==> src/hw/rtl/tgr_pkg.sv <==
// Shared types, codes and constants for the touch gesture recognizer.
package tgr_pkg;

  localparam int unsigned CoordW = 12;
  localparam int unsigned PctW   = 7;
  localparam int unsigned TickW  = 16;
  localparam int unsigned LimW   = CoordW + PctW;
  localparam int unsigned SqW    = 2 * CoordW;
  localparam int unsigned SumW   = SqW + 1;
  localparam int unsigned ScaleW = 14;
  localparam int unsigned ProdW  = SumW + ScaleW;
  localparam int unsigned LimSqW = 2 * LimW;

  localparam logic [ScaleW-1:0] MoveScale   = 14'd10000;
  localparam logic [CoordW-1:0] ShortPixels = 12'd40;

  localparam logic [2:0] OP_PRESS   = 3'd0;
  localparam logic [2:0] OP_MOVE    = 3'd1;
  localparam logic [2:0] OP_RELEASE = 3'd2;
  localparam logic [2:0] OP_ABORT   = 3'd3;
  localparam logic [2:0] OP_TICK    = 3'd4;

  localparam logic [2:0] G_NONE  = 3'd0;
  localparam logic [2:0] G_LONG  = 3'd1;
  localparam logic [2:0] G_RIGHT = 3'd2;
  localparam logic [2:0] G_LEFT  = 3'd3;
  localparam logic [2:0] G_DOWN  = 3'd4;
  localparam logic [2:0] G_UP    = 3'd5;

  localparam logic [1:0] REG_AREA_WIDTH  = 2'd0;
  localparam logic [1:0] REG_AREA_HEIGHT = 2'd1;
  localparam logic [1:0] REG_MOVE_PCT    = 2'd2;
  localparam logic [1:0] REG_LONG_TICKS  = 2'd3;

  localparam logic [CoordW-1:0] AreaWidthReset  = 12'd320;
  localparam logic [CoordW-1:0] AreaHeightReset = 12'd320;
  localparam logic [PctW-1:0]   MovePctReset    = 7'd0;
  localparam logic [TickW-1:0]  LongTicksReset  = 16'd1000;

  typedef struct packed {
    logic [CoordW-1:0] area_width;
    logic [CoordW-1:0] area_height;
    logic [PctW-1:0]   move_cancel_pct;
    logic [TickW-1:0]  long_press_ticks;
  } cfg_t;

  typedef struct packed {
    logic load_item;
    logic calc_diff;
    logic calc_mul1;
    logic calc_mul2;
    logic commit;
  } ctl_cmd_t;

  typedef struct packed {
    logic op_is_move;
  } ctl_sts_t;

endpackage

==> src/hw/rtl/tgr_cfg_regs.sv <==
// Configuration register file behind the APB-style port.
module tgr_cfg_regs
  import tgr_pkg::*;
(
  input  logic        clk,
  input  logic        rst_n,
  input  logic        psel,
  input  logic        penable,
  input  logic        pwrite,
  input  logic [3:0]  paddr,
  input  logic [31:0] pwdata,
  output logic [31:0] prdata,
  output cfg_t        cfg
);

  cfg_t cfg_r;
  logic wr_en;

  assign wr_en = psel && penable && pwrite;
  assign cfg   = cfg_r;

  always_ff @(posedge clk) begin
    if (!rst_n) begin
      cfg_r.area_width       <= AreaWidthReset;
      cfg_r.area_height      <= AreaHeightReset;
      cfg_r.move_cancel_pct  <= MovePctReset;
      cfg_r.long_press_ticks <= LongTicksReset;
    end else if (wr_en) begin
      case (paddr[3:2])
        REG_AREA_WIDTH:  cfg_r.area_width       <= pwdata[CoordW-1:0];
        REG_AREA_HEIGHT: cfg_r.area_height      <= pwdata[CoordW-1:0];
        REG_MOVE_PCT:    cfg_r.move_cancel_pct  <= pwdata[PctW-1:0];
        REG_LONG_TICKS:  cfg_r.long_press_ticks <= pwdata[TickW-1:0];
        default: begin
        end
      endcase
    end
  end

  always_comb begin
    case (paddr[3:2])
      REG_AREA_WIDTH:  prdata = {{(32-CoordW){1'b0}}, cfg_r.area_width};
      REG_AREA_HEIGHT: prdata = {{(32-CoordW){1'b0}}, cfg_r.area_height};
      REG_MOVE_PCT:    prdata = {{(32-PctW){1'b0}}, cfg_r.move_cancel_pct};
      REG_LONG_TICKS:  prdata = {{(32-TickW){1'b0}}, cfg_r.long_press_ticks};
      default:         prdata = '0;
    endcase
  end

endmodule

==> src/hw/rtl/tgr_ctrl.sv <==
// Controller state machine that sequences one touch event and owns the output handshake.
module tgr_ctrl
  import tgr_pkg::*;
(
  input  logic     clk,
  input  logic     rst_n,
  input  logic     in_tvalid,
  output logic     in_tready,
  output logic     out_tvalid,
  input  logic     out_tready,
  input  ctl_sts_t sts,
  output ctl_cmd_t cmd
);

  typedef enum logic [4:0] {
    S_IDLE = 5'b00001,
    S_DIFF = 5'b00010,
    S_MUL1 = 5'b00100,
    S_MUL2 = 5'b01000,
    S_EXEC = 5'b10000
  } state_t;

  state_t state_r, state_nxt;
  logic   out_valid_r, out_valid_nxt;
  logic   slot_free;

  assign in_tready  = (state_r == S_IDLE);
  assign out_tvalid = out_valid_r;
  assign slot_free  = !out_valid_r || out_tready;

  always_comb begin
    state_nxt     = state_r;
    cmd           = '0;
    out_valid_nxt = out_valid_r && !out_tready;
    case (state_r)
      S_IDLE: begin
        if (in_tvalid) begin
          cmd.load_item = 1'b1;
          state_nxt     = S_DIFF;
        end
      end
      S_DIFF: begin
        cmd.calc_diff = 1'b1;
        state_nxt     = sts.op_is_move ? S_MUL1 : S_EXEC;
      end
      S_MUL1: begin
        cmd.calc_mul1 = 1'b1;
        state_nxt     = S_MUL2;
      end
      S_MUL2: begin
        cmd.calc_mul2 = 1'b1;
        state_nxt     = S_EXEC;
      end
      S_EXEC: begin
        if (slot_free) begin
          cmd.commit    = 1'b1;
          out_valid_nxt = 1'b1;
          state_nxt     = S_IDLE;
        end
      end
      default: begin
        state_nxt = S_IDLE;
      end
    endcase
  end

  always_ff @(posedge clk) begin
    if (!rst_n) begin
      state_r     <= S_IDLE;
      out_valid_r <= 1'b0;
    end else begin
      state_r     <= state_nxt;
      out_valid_r <= out_valid_nxt;
    end
  end

endmodule

==> src/hw/rtl/tgr_datapath.sv <==
// Datapath with the touch state, distance arithmetic and result register.
module tgr_datapath
  import tgr_pkg::*;
(
  input  logic              clk,
  input  logic              rst_n,
  input  cfg_t              cfg,
  input  ctl_cmd_t          cmd,
  output ctl_sts_t          sts,
  input  logic [2:0]        opcode,
  input  logic [CoordW-1:0] pos_x,
  input  logic [CoordW-1:0] pos_y,
  input  logic              child_took_release,
  output logic [2:0]        gesture_code,
  output logic              stop_flag,
  output logic              abort_request,
  output logic              pressed_now
);

  logic [2:0]        op_r;
  logic [CoordW-1:0] x_r, y_r;
  logic              child_r;

  logic [CoordW-1:0] dx_r, dy_r;
  logic [SqW-1:0]    sqx_r, sqy_r;
  logic [LimW-1:0]   lim_r;
  logic [ProdW-1:0]  prod_r;
  logic [LimSqW-1:0] limsq_r;

  logic              pressed_r, pressed_nxt;
  logic              mark_r, mark_nxt;
  logic [CoordW-1:0] press_x_r, press_x_nxt;
  logic [CoordW-1:0] press_y_r, press_y_nxt;
  logic              armed_r, armed_nxt;
  logic [TickW-1:0]  cd_r, cd_nxt;

  logic [2:0] code_r, code_nxt;
  logic       stop_r, stop_nxt;
  logic       abort_r, abort_nxt;
  logic       pnow_r;

  logic [CoordW-1:0] side;
  logic              short_x, short_y, is_short, same_pt;
  logic [CoordW+2:0] dx5, dy5;

  assign sts.op_is_move = (op_r == OP_MOVE);
  assign side = (cfg.area_width < cfg.area_height) ? cfg.area_width : cfg.area_height;

  assign dx5     = {3'b000, dx_r} + {1'b0, dx_r, 2'b00};
  assign dy5     = {3'b000, dy_r} + {1'b0, dy_r, 2'b00};
  assign short_x = (dx_r < ShortPixels) && (dx5 < {3'b000, cfg.area_width});
  assign short_y = (dy_r < ShortPixels) && (dy5 < {3'b000, cfg.area_height});
  assign same_pt = (x_r == press_x_r) && (y_r == press_y_r);

  always_ff @(posedge clk) begin
    if (cmd.load_item) begin
      op_r    <= opcode;
      x_r     <= pos_x;
      y_r     <= pos_y;
      child_r <= child_took_release;
    end
    if (cmd.calc_diff) begin
      dx_r <= (press_x_r > x_r) ? (press_x_r - x_r) : (x_r - press_x_r);
      dy_r <= (press_y_r > y_r) ? (press_y_r - y_r) : (y_r - press_y_r);
    end
    if (cmd.calc_mul1) begin
      sqx_r <= dx_r * dx_r;
      sqy_r <= dy_r * dy_r;
      lim_r <= side * cfg.move_cancel_pct;
    end
    if (cmd.calc_mul2) begin
      prod_r  <= ({1'b0, sqx_r} + {1'b0, sqy_r}) * MoveScale;
      limsq_r <= lim_r * lim_r;
    end
  end

  always_comb begin
    pressed_nxt = pressed_r;
    mark_nxt    = mark_r;
    press_x_nxt = press_x_r;
    press_y_nxt = press_y_r;
    armed_nxt   = armed_r;
    cd_nxt      = cd_r;
    code_nxt    = G_NONE;
    stop_nxt    = 1'b0;
    abort_nxt   = 1'b0;
    is_short    = 1'b0;
    case (op_r)
      OP_PRESS: begin
        pressed_nxt = 1'b1;
        press_x_nxt = x_r;
        press_y_nxt = y_r;
        armed_nxt   = 1'b1;
        cd_nxt      = cfg.long_press_ticks;
      end
      OP_MOVE: begin
        if (pressed_r && (prod_r > {1'b0, limsq_r})) begin
          armed_nxt = 1'b0;
        end
      end
      OP_RELEASE: begin
        if (child_r) begin
          mark_nxt = 1'b0;
        end else if (pressed_r) begin
          if (!same_pt) begin
            if (dx_r > dy_r) begin
              if (short_x) begin
                is_short = 1'b1;
              end else begin
                code_nxt = (x_r > press_x_r) ? G_RIGHT : G_LEFT;
              end
            end else begin
              if (short_y) begin
                is_short = 1'b1;
              end else begin
                code_nxt = (y_r > press_y_r) ? G_DOWN : G_UP;
              end
            end
          end
          if (!is_short && mark_r) begin
            mark_nxt = 1'b0;
            stop_nxt = 1'b1;
          end
        end
        pressed_nxt = 1'b0;
        armed_nxt   = 1'b0;
      end
      OP_ABORT: begin
        if (pressed_r) begin
          pressed_nxt = 1'b0;
          armed_nxt   = 1'b0;
        end
      end
      OP_TICK: begin
        if (armed_r) begin
          if (cd_r <= 16'd1) begin
            cd_nxt    = '0;
            armed_nxt = 1'b0;
            if (pressed_r) begin
              code_nxt    = G_LONG;
              pressed_nxt = 1'b0;
              mark_nxt    = 1'b1;
              abort_nxt   = 1'b1;
            end
          end else begin
            cd_nxt = cd_r - 16'd1;
          end
        end
      end
      default: begin
      end
    endcase
  end

  always_ff @(posedge clk) begin
    if (!rst_n) begin
      pressed_r <= 1'b0;
      mark_r    <= 1'b0;
      press_x_r <= '0;
      press_y_r <= '0;
      armed_r   <= 1'b0;
      cd_r      <= '0;
    end else if (cmd.commit) begin
      pressed_r <= pressed_nxt;
      mark_r    <= mark_nxt;
      press_x_r <= press_x_nxt;
      press_y_r <= press_y_nxt;
      armed_r   <= armed_nxt;
      cd_r      <= cd_nxt;
    end
  end

  always_ff @(posedge clk) begin
    if (cmd.commit) begin
      code_r  <= code_nxt;
      stop_r  <= stop_nxt;
      abort_r <= abort_nxt;
      pnow_r  <= pressed_nxt;
    end
  end

  assign gesture_code  = code_r;
  assign stop_flag     = stop_r;
  assign abort_request = abort_r;
  assign pressed_now   = pnow_r;

endmodule

==> src/hw/rtl/touch_gesture_recognizer.sv <==
// Touch gesture recognizer: swipe and long-press detection for one touch area.
// A move event runs DIFF, MUL1 and MUL2 (the two-multiplier distance sequence) before
// EXEC commits its result; other events go from DIFF straight to EXEC. The controller
// accepts one event at a time, none until the last is committed. A waiting result holds the next commit.
// Reset is synchronous, active low: touch state cleared, registers back to defaults.
module touch_gesture_recognizer
  import tgr_pkg::*;
(
  input  logic        clk,
  input  logic        rst_n,
  input  logic        in_tvalid,
  output logic        in_tready,
  input  logic [23:0] in_tdata,   // pos_x[11:0], pos_y[23:12]
  input  logic [3:0]  in_tuser,   // opcode[2:0], child_took_release[3]
  output logic        out_tvalid,
  input  logic        out_tready,
  output logic [7:0]  out_tdata,  // gesture_code[2:0], stop_flag[3], abort_request[4],
                                  // pressed_now[5], zero[7:6]
  input  logic        cfg_psel,
  input  logic        cfg_penable,
  input  logic        cfg_pwrite,
  input  logic [3:0]  cfg_paddr,
  input  logic [31:0] cfg_pwdata,
  output logic [31:0] cfg_prdata,
  output logic        cfg_pready
);

  cfg_t     cfg;
  ctl_cmd_t cmd;
  ctl_sts_t sts;
  logic [2:0] gesture_code;
  logic       stop_flag, abort_request, pressed_now;

  assign cfg_pready = 1'b1;

  tgr_cfg_regs u_cfg (
    .clk     (clk),
    .rst_n   (rst_n),
    .psel    (cfg_psel),
    .penable (cfg_penable),
    .pwrite  (cfg_pwrite),
    .paddr   (cfg_paddr),
    .pwdata  (cfg_pwdata),
    .prdata  (cfg_prdata),
    .cfg     (cfg)
  );

  tgr_ctrl u_ctrl (
    .clk        (clk),
    .rst_n      (rst_n),
    .in_tvalid  (in_tvalid),
    .in_tready  (in_tready),
    .out_tvalid (out_tvalid),
    .out_tready (out_tready),
    .sts        (sts),
    .cmd        (cmd)
  );

  tgr_datapath u_dp (
    .clk                (clk),
    .rst_n              (rst_n),
    .cfg                (cfg),
    .cmd                (cmd),
    .sts                (sts),
    .opcode             (in_tuser[2:0]),
    .pos_x              (in_tdata[11:0]),
    .pos_y              (in_tdata[23:12]),
    .child_took_release (in_tuser[3]),
    .gesture_code       (gesture_code),
    .stop_flag          (stop_flag),
    .abort_request      (abort_request),
    .pressed_now        (pressed_now)
  );

  assign out_tdata = {2'b00, pressed_now, abort_request, stop_flag, gesture_code};

endmodule
==> config.mk <==
export PLATFORM = sky130hd
export DESIGN_NAME = touch_gesture_recognizer
export DESIGN_NICKNAME = d
export VERILOG_FILES = /design/src/hw/rtl/tgr_pkg.sv /design/src/hw/rtl/tgr_cfg_regs.sv /design/src/hw/rtl/tgr_ctrl.sv /design/src/hw/rtl/tgr_datapath.sv /design/src/hw/rtl/touch_gesture_recognizer.sv
export SDC_FILE = /design/constraint.sdc
export NUM_CORES = 2
export LEC_CHECK = 0
export ABC_AREA = 1
export BUFFER_PORTS_ARGS = -buffer_cell sky130_fd_sc_hd__clkbuf_2
export CAP_MARGIN = 20
export CELL_PAD_IN_SITES_DETAIL_PLACEMENT = 0
export CELL_PAD_IN_SITES_GLOBAL_PLACEMENT = 1
export CORE_ASPECT_RATIO = 0.75
export CORE_MARGIN = 2
export CORE_UTILIZATION = 30
export CTS_CLUSTER_SIZE = 8
export DETAILED_ROUTE_END_ITERATION = 10
export PLACE_DENSITY = 0.54
export SYNTH_ARGS = -nofsm -noshare
export SYNTH_HDL_FRONTEND = slang
export SYNTH_HIERARCHICAL = 1
export SYNTH_SLANG_ARGS = --single-unit
==> constraint.sdc <==
create_clock -name clk -period 9.5 [get_ports clk]
set_clock_uncertainty 0.05 [all_clocks]
set_input_delay 1.9 -clock clk [delete_from_list [all_inputs] [get_ports clk]]
set_output_delay 1.9 -clock clk [all_outputs]
set_load 0.03 [all_outputs]
==> results.yml <==
placed_design:
  routabilityCongestion: 0.816
  io_buffers: 76
  place_ws_ps: 2650
  dpl_cell_area_sq_um: 44200
  hpwl_mm: 89.5
yosys:
  synth_largest_area_cell: "fa_1"
  synth_edf_count: 195
  ys_seq_area_share_pct: 18.5
  synth_top_area_share_pct: 24.6
  ys_types: 70
  ys_async_sr_fraction_pct: 0
  syn_area_sq_um: 42000
  yosys-top-cells-area: "fa_1 25%, ha_1 16%, edfxtp_1 14%, inv_1 11%, nand2_1 7.9%"
  yosys_register_bits: 291
  syn_area_per_cell_sq_um: 8.31
  yosys_most_used_dff: "edfxtp_1"
  yosysWarnings: 6
  syn_inst: 5056
worst_setup_path:
  cpMostUsedCell: "nand2_1"
  cpPeakStageDelay_ps: 550
  arrival_ps: 7150
  startpoint_type: "flop"
  critPathMaxFanout: 6
  end_kind: "flop"
  r2r_setup_slack_ps: 2630
  path_class: "reg -> reg"
  cp_data_required_time_ps: 9770
  cp_slowest_cell: "fa_1"
die:
  die_x_um: 436
  die_h_um: 328
  num_io_pins: 114
  rows: 118
  start_util_pct: 30.3
  die_area_sq_um: 143000
  core_sq_um: 138000
grt:
  grt.total_usage_pct: 15.4
  antenna_found_initial: 3
  grt-ovfl-total: 0
  grt_max_degree: 84
  grt_pass1_wl_mm: 176
  grt_pass1_vias: 31600
clock_network:
  htreeDepth: 2
  worstSkewPairLatency_ps: 610
  cts_resized: 0
  clockBufferDepth: 3
  postCtsHoldBufs: 0
  tritoncts: "built"
  cts_buffers: 43
  cts.clk_slew.worst_paths_ps: 50
  root_buffer: "clkbuf_16"
  cts_setup_buffers: 0
  cts.sinks: 291
timing:
  fin_ws_ps: 2630
  timing.final.crit_share_pct: 72.4
  finalHoldViolCount: 0
  slew_violations: 0
  worst_pin_slew_ps: 1110
  layout_min_cycle_time_ps: 6870
  relSlewSlack_pct: 25.7
  worst_hold_slack_ps: 432
  finalSetupTns_ps: 0
  max_freq_ghz: 0.145
  rsz0062_at_grt: "false"
  setup_viol: 0
drt:
  dr.pass1.iters: 7
  drc: 0
  totalWireLength_mm: 108
  antenna_left: 0
  wl_per_cell_um: 15.6
  dr.first_iter.drc_count: 1502
  viasPerCell: 4.40
  vias: 30700
pwr:
  peakVddDrop_uv: 131
  p_leak_nw: 24.3
  power_density_nw_per_um2: 101
layout:
  area_delta_synth_final_pct: 8.34
  drive_above_1_share_pct: 4.75
  final_net_count: 6212
  finalInstanceArea_sq_um: 45500
  final_cell_mix: "1,258 x inv_1, 883 x nand2_1, 550 x ha_1"
  mostFrequentLayoutCell: "inv_1"
flow_run:
  max_cap_violations: 0
hold_path:
  hp-class: "reg -> reg"
run_status:
  status: "complete, no violations"
through the flow:
stage / std cells / util [%] / power, mW
after detailed placement: 6886 / 31.9 / 3.22
after floorplan: 5072 / - / 2.74
final: 6960 / 32.9 / 4.61
after global placement: 6885 / 31.9 / 3.23
after CTS: 6955 / 32.8 / 4.71
after global routing: 6959 / 32.9 / 4.97
worst max-delay path, delay by kind of cell (launching register included):
family	cells	cell delay [ps]
buffers and inverters	4	350
adder cells (fa/ha/maj)	7	2880
flip-flops	1	380
AND/OR/NAND/NOR	12	1630
XOR/XNOR	2	670
AO/OA/AOI/OAI	4	600
logic make-up (layout without fill, tap and decap cells):
group / Yosys count / after routing / synth area share [%]
AOI/OAI and AO/OA: 596 / 596 / 8.29
xor gates and xnor gates: 215 / 215 / 4.57
adders and majority gates: 1066 / 1066 / 41.0
buffers and inverters: 1414 / 1441 / 13.1
DFF: 291 / 291 / 18.5
muxes: 10 / 10 / 0.324
other: 3 / 20 / 0.0268
and+or+nand+nor: 1461 / 1461 / 14.3
cell usage after synthesis (18+ instances only):
cell,count
buf_4,33
nand2_1,883
buf_2,18
nand3_1,158
a21o_1,22
inv_1,1260
o21ai_0,137
xnor2_1,64
nand4_1,33
xor2_1,146
o21bai_1,20
nor3_1,23
fa_1,516
edfxtp_1,195
a21oi_1,302
dfxtp_1,96
ha_1,550
nor2_1,305
clkbuf_1,70
power breakdown:
group	total, mW	leakage (nW)	switching [mW]	internal (mW)
logic	1.70	21.1	1.07	0.622
registers	1.48	2.58	0.0309	1.45
clock network	1.43	0.589	0.597	0.836
sequential cells by signal, indices dropped and copies added (netlist names), 16 cells and up:
name          flops
u_dp/lim_r       19
u_dp/prod_r      35
u_dp/cd_r        16
u_dp/sqy_r       23
u_cfg/cfg        47
u_dp/limsq_r     37
u_dp/sqx_r       23
final timing paths:
path | cells past startpoint | end | start
worst max-delay path | 29 | u_dp/prod_r[35]$_DFFE_PP_ | u_dp/sqy_r[3]$_DFFE_PP_
worst min-delay path | 2 | u_dp/mark_r$_SDFFE_PN0P_ | u_dp/mark_r$_SDFFE_PN0P_
worst max register to register | 29 | u_dp/prod_r[35]$_DFFE_PP_ | u_dp/sqy_r[3]$_DFFE_PP_
worst min register to register | 2 | u_dp/mark_r$_SDFFE_PN0P_ | u_dp/mark_r$_SDFFE_PN0P_
cell type report:
cell class              instances  area (sq um)
inverters                    1274          4780
clock buffers                  63          1150
flip-flops and latches        291          7780
clock inverters                 6          63.8
fillers                     14900         93000
well taps                    1860          2330
repair buffers                 98           597
multi-input cells            3367         28800
diodes                          1          2.50
metal layers:
layer / track usage [%] / vias up / routed length [um]
met4: 2.44 / 2 / 1390
met1: 24.6 / 14600 / 60500
met5: 0 / - / 13
met3: 1.74 / 82 / 3300
met2: 22.1 / 409 / 43200
li1: - / 15600 / -
No activity file was read; power rests on OpenSTA's default activity.
